===== src/rtl/sdf_pkg.sv =====
// Package for the stream duplicate filter: shared widths, controller state
// type and the command/status structs between controller and datapath.
// No dependencies.
package sdf_pkg;

  localparam int unsigned DataW = 32;

  typedef enum logic [1:0] {
    StIdle,
    StScan,
    StFinish
  } sdf_state_e;

  // controller -> datapath
  typedef struct packed {
    logic load;    // capture the input transaction, restart the scan
    logic scan;    // issue the next store read, compare the previous one
    logic finish;  // write the result, update the store and its count
  } sdf_cmd_t;

  // datapath -> controller
  typedef struct packed {
    logic scan_done;  // match found or every stored entry compared
    logic out_free;   // output register empty or being taken this cycle
  } sdf_status_t;

endpackage


===== src/rtl/sdf_if.sv =====
// Valid/ready stream interfaces for the input and result channels of the
// stream duplicate filter. Depends on sdf_pkg.
interface sdf_in_if;
  logic                              valid;
  logic                              ready;
  logic signed [sdf_pkg::DataW-1:0]  value;
  logic                              end_of_set;

  modport source (output valid, output value, output end_of_set, input ready);
  modport sink   (input valid, input value, input end_of_set, output ready);
endinterface

interface sdf_out_if;
  logic                              valid;
  logic                              ready;
  logic signed [sdf_pkg::DataW-1:0]  value_out;
  logic                              keep;
  logic                              overflow;
  logic                              last_out;

  modport source (output valid, output value_out, output keep, output overflow,
                  output last_out, input ready);
  modport sink   (input valid, input value_out, input keep, input overflow,
                  input last_out, output ready);
endinterface


===== src/rtl/sdf_ram.sv =====
// Generic simple dual-port RAM: one write port, one read port with
// registered read data. No dependencies.
module sdf_ram #(
  parameter int unsigned Width = 32,
  parameter int unsigned Depth = 64
) (
  input  logic                     clk_i,
  input  logic                     we_i,
  input  logic [$clog2(Depth)-1:0] waddr_i,
  input  logic [Width-1:0]         wdata_i,
  input  logic                     re_i,
  input  logic [$clog2(Depth)-1:0] raddr_i,
  output logic [Width-1:0]         rdata_o
);

  logic [Width-1:0] mem_q [Depth];
  logic [Width-1:0] rdata_q;

  always_ff @(posedge clk_i) begin
    if (we_i) begin
      mem_q[waddr_i] <= wdata_i;
    end
    if (re_i) begin
      rdata_q <= mem_q[raddr_i];
    end
  end

  assign rdata_o = rdata_q;

endmodule


===== src/rtl/sdf_ctrl.sv =====
// Controller state machine of the stream duplicate filter: sequences load,
// store scan and result write. Depends on sdf_pkg.
module sdf_ctrl (
  input  logic                 clk_i,
  input  logic                 rst_ni,
  input  logic                 in_valid_i,
  output logic                 in_ready_o,
  input  sdf_pkg::sdf_status_t status_i,
  output sdf_pkg::sdf_cmd_t    cmd_o
);
  import sdf_pkg::*;

  sdf_state_e state_q, state_d;

  always_ff @(posedge clk_i or negedge rst_ni) begin
    if (!rst_ni) begin
      state_q <= StIdle;
    end else begin
      state_q <= state_d;
    end
  end

  always_comb begin
    state_d    = state_q;
    in_ready_o = 1'b0;
    cmd_o      = '0;
    unique case (state_q)
      StIdle: begin
        in_ready_o = 1'b1;
        if (in_valid_i) begin
          cmd_o.load = 1'b1;
          state_d    = StScan;
        end
      end
      StScan: begin
        if (status_i.scan_done) begin
          state_d = StFinish;
        end else begin
          cmd_o.scan = 1'b1;
        end
      end
      StFinish: begin
        // hold until the output register can take the result
        if (status_i.out_free) begin
          cmd_o.finish = 1'b1;
          state_d      = StIdle;
        end
      end
      default: begin
        state_d = StIdle;
      end
    endcase
  end

endmodule


===== src/rtl/sdf_datapath.sv =====
// Datapath of the stream duplicate filter: input capture, store of seen
// values with its count, scan compare and output register.
// Depends on sdf_pkg and sdf_ram.
module sdf_datapath #(
  parameter int unsigned Capacity = 64
) (
  input  logic                            clk_i,
  input  logic                            rst_ni,
  input  sdf_pkg::sdf_cmd_t               cmd_i,
  output sdf_pkg::sdf_status_t            status_o,
  input  logic signed [sdf_pkg::DataW-1:0] value_i,
  input  logic                            end_of_set_i,
  output logic                            out_valid_o,
  input  logic                            out_ready_i,
  output logic signed [sdf_pkg::DataW-1:0] value_out_o,
  output logic                            keep_o,
  output logic                            overflow_o,
  output logic                            last_out_o
);
  import sdf_pkg::*;

  localparam int unsigned IdxW = $clog2(Capacity);
  localparam int unsigned CntW = $clog2(Capacity + 1);
  localparam logic [CntW-1:0] CntFull = CntW'(Capacity);

  // current transaction
  logic signed [DataW-1:0] val_q;
  logic                    last_q;

  // scan state
  logic [CntW-1:0] idx_q, idx_d;
  logic            pend_q, pend_d;
  logic            hit_q, hit_d;
  logic [CntW-1:0] count_q, count_d;

  // output register
  logic                    out_valid_q, out_valid_d;
  logic signed [DataW-1:0] out_val_q;
  logic                    out_keep_q, out_ovf_q, out_last_q;

  logic             issue;
  logic             is_new;
  logic             full;
  logic             store_we;
  logic [DataW-1:0] rdata;

  assign issue    = cmd_i.scan && !hit_q && (idx_q != count_q);
  assign is_new   = !hit_q;
  assign full     = (count_q == CntFull);
  assign store_we = cmd_i.finish && is_new && !full;

  sdf_ram #(
    .Width (DataW),
    .Depth (Capacity)
  ) u_store (
    .clk_i   (clk_i),
    .we_i    (store_we),
    .waddr_i (count_q[IdxW-1:0]),
    .wdata_i (val_q),
    .re_i    (issue),
    .raddr_i (idx_q[IdxW-1:0]),
    .rdata_o (rdata)
  );

  always_comb begin
    idx_d   = idx_q;
    pend_d  = pend_q;
    hit_d   = hit_q;
    count_d = count_q;
    if (cmd_i.load) begin
      idx_d  = '0;
      pend_d = 1'b0;
      hit_d  = 1'b0;
    end else if (cmd_i.scan) begin
      idx_d  = idx_q + CntW'(issue);
      pend_d = issue;
      if (pend_q && (rdata == val_q)) begin
        hit_d = 1'b1;
      end
    end
    if (cmd_i.finish) begin
      // the last element of a set empties the store for the next set
      if (last_q) begin
        count_d = '0;
      end else if (store_we) begin
        count_d = count_q + CntW'(1);
      end
    end
  end

  always_comb begin
    out_valid_d = out_valid_q;
    if (cmd_i.finish) begin
      out_valid_d = 1'b1;
    end else if (out_ready_i) begin
      out_valid_d = 1'b0;
    end
  end

  always_ff @(posedge clk_i or negedge rst_ni) begin
    if (!rst_ni) begin
      idx_q       <= '0;
      pend_q      <= 1'b0;
      hit_q       <= 1'b0;
      count_q     <= '0;
      out_valid_q <= 1'b0;
    end else begin
      idx_q       <= idx_d;
      pend_q      <= pend_d;
      hit_q       <= hit_d;
      count_q     <= count_d;
      out_valid_q <= out_valid_d;
    end
  end

  always_ff @(posedge clk_i) begin
    if (cmd_i.load) begin
      val_q  <= value_i;
      last_q <= end_of_set_i;
    end
    if (cmd_i.finish) begin
      out_val_q  <= val_q;
      out_keep_q <= is_new;
      out_ovf_q  <= is_new && full;
      out_last_q <= last_q;
    end
  end

  assign status_o.scan_done = hit_q || ((idx_q == count_q) && !pend_q);
  assign status_o.out_free  = !out_valid_q || out_ready_i;

  assign out_valid_o = out_valid_q;
  assign value_out_o = out_val_q;
  assign keep_o      = out_keep_q;
  assign overflow_o  = out_ovf_q;
  assign last_out_o  = out_last_q;

endmodule


===== src/rtl/stream_duplicate_filter.sv =====
// Stream duplicate filter: passes each signed 32-bit value with keep set only
// at its first occurrence within a set; the transaction marked end_of_set
// empties the store afterwards. Every input transaction gives exactly one
// result. A new value that meets a full store (CAPACITY entries) comes out
// with keep and overflow set and is not stored. The seen values sit in a
// RAM that is scanned one entry per cycle; the scan stops at the first
// matching entry. The result waits while the output register still holds
// a result that has not been taken. The output register holds a finished
// result while the next transaction is accepted. No clearing pass is
// needed after reset.
// Depends on sdf_pkg, sdf_if, sdf_ctrl and sdf_datapath.
module stream_duplicate_filter #(
  parameter int unsigned CAPACITY = 64
) (
  input  logic      clk_i,
  input  logic      rst_ni,
  sdf_in_if.sink    in_i,
  sdf_out_if.source out_o
);
  import sdf_pkg::*;

  sdf_cmd_t    cmd;
  sdf_status_t status;

  sdf_ctrl u_ctrl (
    .clk_i      (clk_i),
    .rst_ni     (rst_ni),
    .in_valid_i (in_i.valid),
    .in_ready_o (in_i.ready),
    .status_i   (status),
    .cmd_o      (cmd)
  );

  sdf_datapath #(
    .Capacity (CAPACITY)
  ) u_datapath (
    .clk_i        (clk_i),
    .rst_ni       (rst_ni),
    .cmd_i        (cmd),
    .status_o     (status),
    .value_i      (in_i.value),
    .end_of_set_i (in_i.end_of_set),
    .out_valid_o  (out_o.valid),
    .out_ready_i  (out_o.ready),
    .value_out_o  (out_o.value_out),
    .keep_o       (out_o.keep),
    .overflow_o   (out_o.overflow),
    .last_out_o   (out_o.last_out)
  );

endmodule


===== src/flat_wrapper.sv =====
// flat-port wrapper written by rule: the top's interface ports become plain ports
module stream_duplicate_filter_flat import sdf_pkg::*;
#(
  parameter int unsigned CAPACITY = 64
)
  (clk_i, rst_ni, in_i_valid, in_i_value, in_i_end_of_set, in_i_ready, out_o_valid, out_o_value_out, out_o_keep, out_o_overflow, out_o_last_out, out_o_ready);
  sdf_in_if in_i_i ();
  sdf_out_if out_o_i ();
  input  logic clk_i;
  input  logic rst_ni;
  input wire logic [$bits(in_i_i.valid)-1:0] in_i_valid;
  input wire logic [$bits(in_i_i.value)-1:0] in_i_value;
  input wire logic [$bits(in_i_i.end_of_set)-1:0] in_i_end_of_set;
  output wire logic [$bits(in_i_i.ready)-1:0] in_i_ready;
  output wire logic [$bits(out_o_i.valid)-1:0] out_o_valid;
  output wire logic [$bits(out_o_i.value_out)-1:0] out_o_value_out;
  output wire logic [$bits(out_o_i.keep)-1:0] out_o_keep;
  output wire logic [$bits(out_o_i.overflow)-1:0] out_o_overflow;
  output wire logic [$bits(out_o_i.last_out)-1:0] out_o_last_out;
  input wire logic [$bits(out_o_i.ready)-1:0] out_o_ready;
  assign in_i_i.valid = in_i_valid;
  assign in_i_i.value = in_i_value;
  assign in_i_i.end_of_set = in_i_end_of_set;
  assign in_i_ready = in_i_i.ready;
  assign out_o_valid = out_o_i.valid;
  assign out_o_value_out = out_o_i.value_out;
  assign out_o_keep = out_o_i.keep;
  assign out_o_overflow = out_o_i.overflow;
  assign out_o_last_out = out_o_i.last_out;
  assign out_o_i.ready = out_o_ready;
  stream_duplicate_filter #(.CAPACITY(CAPACITY)) u_core (.clk_i(clk_i), .rst_ni(rst_ni), .in_i(in_i_i), .out_o(out_o_i));
endmodule

===== config.mk =====
export PLATFORM = sky130hd
export DESIGN_NAME = stream_duplicate_filter_flat
export DESIGN_NICKNAME = d
export VERILOG_FILES = /design/src/rtl/sdf_pkg.sv /design/src/rtl/sdf_if.sv /design/src/rtl/sdf_ram.sv /design/src/rtl/sdf_ctrl.sv /design/src/rtl/sdf_datapath.sv /design/src/rtl/stream_duplicate_filter.sv /design/src/flat_wrapper.sv
export SDC_FILE = /design/constraint.sdc
export NUM_CORES = 2
export LEC_CHECK = 0
export ABC_AREA = 1
export BUFFER_PORTS_ARGS = -buffer_cell sky130_fd_sc_hd__buf_2
export CELL_PAD_IN_SITES_DETAIL_PLACEMENT = 1
export CELL_PAD_IN_SITES_GLOBAL_PLACEMENT = 2
export CORE_UTILIZATION = 48
export CTS_CLUSTER_DIAMETER = 40
export DETAILED_ROUTE_END_ITERATION = 10
export PLACE_DENSITY_LB_ADDON = 0.25
export SLEW_MARGIN = 20
export SYNTH_ARGS = -nofsm -noshare
export SYNTH_HDL_FRONTEND = slang
export SYNTH_SLANG_ARGS = --single-unit

===== constraint.sdc =====
create_clock -name clk_i -period 14.3 [get_ports clk_i]
set_clock_uncertainty 0.15 [all_clocks]
set_input_delay 0 -clock clk_i [delete_from_list [all_inputs] [get_ports clk_i]]
set_output_delay 0 -clock clk_i [all_outputs]
set_load 0.02 [all_outputs]

==> impl_metrics.tcl <==
set metrics [dict create \
    max-slew-margin-rel_pct 10.6 \
    crit_type "reg -> reg" \
    cts_buffers 325 \
    die-area_um2 183000 \
    yosysWarnings 0 \
    peakVddDrop_uv 160 \
    holdWs_ps 140 \
    hp-start "in_i_value[1]" \
    power.leakage_nw 35.0 \
    ys_seq_area_share_pct 74.8 \
    drtIter0Drc 6696 \
    place_congestion 0.839 \
    synth_edf_count 2148 \
    setup.worst_path.start_class "register" \
    synthTopCellsByArea "edfxtp_1 74%, nor2_1 7.8%, o21ai_0 5.6%, nand2_1 3.3%, o211ai_1 1.7%" \
    cp_data_required_time_ps 14920 \
    wire_per_inst_um 29.3 \
    grt_max_degree 212 \
    fmax_mhz 200 \
    drive_gt1_share_pct 11.3 \
    fin_nets 7358 \
    areaGrowthSynthToFinish_pct 16.4 \
    synth-seq-cells 2167 \
    crit_arrival_ps 5610 \
    vias_per_cell 6.00 \
    synth_area_leader_cell "edfxtp_1" \
    synth_cell_types 33 \
    clockRootBuffer "clkbuf_16" \
    cts.path.max_buffers 4 \
    dp.final_hpwl_um 147000 \
    worstSkewPairLatency_ps 970 \
    grt_use_total_pct 31.8 \
    p_total_mw 18.5 \
    p_int_mw 12.9 \
    vias 59476 \
    syn_inst 7119 \
    worst_slew_pin_slew_ps 1340 \
    period_needed_ps 5000 \
    grt_pass1_wl_um 418000 \
    fin_area_um2 101000 \
    synth.cell_area_um2 86900 \
    drc_errors 0 \
    setup_viol 0 \
    cap_violations 0 \
    htree_num_levels 5 \
    r2r-start "u_core.u_datapath.idx_q[0]$_DFFE_PN0P_" \
    die_x_um 428 \
    overflow 0 \
    die_h_um 428 \
    rows 155 \
    synth_flop_cell "edfxtp_1" \
    combPwrFrac_pct 17.9 \
    wirelength_um 291000 \
    p_seq_share_pct 40.4 \
    cp_max_fo 211 \
    hp-class "in -> reg" \
    outcome "finished, final reports clean" \
    p_per_area_nw_per_um2 183 \
    synth_top_area_share_pct 74.2 \
    post_cts_resized 0 \
    firstDrtPassIters 5 \
    layout.cells.non_filler 9914 \
    final.period_utilization_pct 34.9 \
    cts_tree "built" \
    avgSynthCellArea_um2 12.2 \
    hold_viol 0 \
    first_global_vias 61142 \
    syn-num-nets 7160 \
    core_um2 179000 \
    maxSlewViolCount 0 \
    clock_sinks 2167 \
    cp-startpoint "u_core.u_datapath.idx_q[0]$_DFFE_PN0P_" \
    netSwitchingFraction_pct 30.2 \
    p_clk_share_pct 41.7 \
    io_buffers 73 \
    synthArstFlopShare_pct 0.877 \
    crit_path_end_kind "register" \
    antenna_left 0 \
    rsz0062_at_grt "false" \
    antenna_found_initial 15 \
    initial_core_util_pct 48.5 \
    io-pin-count 74 \
    tns_ps 0 \
    dp_cells 9271 \
    power.switching_mw 5.60 \
    cts_hold_buf 73 \
    place_area_um2 89900 \
    cts.clk_slew.worst_paths_ps 50 \
    postCtsSetupRepairBufs 0 \
]
-- final cells by class --
class	instances	area, µm²
clock buffer	357	8380
tap	2355	2950
sequential	2167	65000
clock inverter	206	2040
fill	17822	78100
antenna	6	15.0
multi-input combinational	4314	19500
timing repair buffer	302	2420
inverter	207	807
-- worst max-delay path: stages (launching register included) --
cell,delay (ps)
dfrtp_4,670
inv_8,590
buf_12,610
buf_12,470
o21ai_1,200
o211ai_1,160
nand3_1,160
nand2_1,110
nand3_1,600
nand2_1,290
-- power by group through the flow --
| stage | sequential (mW) | clock (mW) | combinational [mW] |
|---|---|---|---|
| CTS | 7.48 | 7.80 | 3.30 |
| detailed placement | 7.60 | 0 | 3.25 |
| floorplan | 7.73 | 0 | 2.02 |
| finish | 7.48 | 7.72 | 3.32 |
| global route | 7.48 | 8.03 | 3.61 |
| global placement | 7.60 | 0 | 3.16 |
-- registers in the layout, summed over array words and instances, names as in the netlist, 2 cells and up --
signal,count
u_core.u_datapath.idx_q,7
u_core.u_datapath.count_q,7
u_core.u_datapath.value_out_o,32
u_core.u_datapath.val_q,32
u_core.u_ctrl.state_q,2
u_core.u_datapath.u_store.mem_q,2048
u_core.u_datapath.u_store.rdata_o,32
-- cell usage after synthesis (27+ instances only) --
cell type  count
nor2_1      1801
buf_1         58
o22ai_1       27
o21ai_1      143
buf_4         49
inv_1        170
inv_2         30
buf_2         63
clkbuf_1     228
nand2_1      761
a21oi_1       65
buf_6         29
o211ai_1     193
edfxtp_1    2148
o21ai_0      977
nand3_1      286
-- metal layers --
layer / vias to the layer above / wire (µm) / track usage, % / part of all wire [%]
met2: 2327 / 138000 / 51.7 / 47
met5: - / 21 / 0 / 0.0072
met4: 4 / 9730 / 10.5 / 3.3
met3: 526 / 22400 / 6.23 / 7.7
li1: 25601 / - / - / -
met1: 31018 / 121000 / 43.0 / 42
-- layout by cell type, fill, tap and decap left out, drive strengths merged, types with 2 or more instances in the layout --
cell	synthesis	final
a21oi	65	65
a31oi	2	2
buf	202	230
bufinv	0	30
clkbuf	229	357
clkinv	7	122
clkinvlp	0	24
dfrtp	19	19
diode	0	6
dlygate4sd3	0	72
edfxtp	2148	2148
ha	4	4
inv	200	237
nand2	761	761
nand3	286	286
nand4	7	7
nor2	1802	1802
nor3	13	13
o211ai	193	193
o21ai	1120	1120
o22ai	27	27
or2	20	20
xnor2	5	5
xor2	6	6
-- path summary, 6_finish.rpt --
kind / endpoint / slack [ps] / cells after the start
min: u_core.u_datapath.val_q[1]$_DFFE_PP_ / 140 / 3
min reg2reg: u_core.u_datapath.value_out_o[10]$_DFFE_PP_ / 310 / 0
max: u_core.u_datapath.u_store.rdata_o[27]$_DFFE_PN_ / 9300 / 9
max in group asynchronous: u_core.u_datapath.idx_q[2]$_DFFE_PN0P_ / 13310 / 5
max reg2reg: u_core.u_datapath.u_store.rdata_o[27]$_DFFE_PN_ / 9300 / 9
min in group asynchronous: u_core.u_datapath.out_valid_o$_DFFE_PN0P_ / 500 / 5
-- cell families after synthesis --
kind of cell / Yosys count / synth area share, %
adder cells (fa/ha/maj): 4 / 0.0576
XOR/XNOR: 11 / 0.111
flip-flops: 2167 / 74.8
AO/OA/AOI/OAI: 1408 / 8.71
multiplexers: 1 / 0.0130
AND/OR/NAND/NOR: 2890 / 13.0
buffers and inverters: 638 / 3.35
-- stage by stage --
step	setup slack (ps)	util, %
2_1_floorplan	8090	-
3_3_place_gp	9470	50.2
3_5_place_dp	9420	50.2
4_1_cts	9420	56.4
5_1_grt	9160	56.4
6_report	9300	56.4
(Power assumes the default switching activity.)
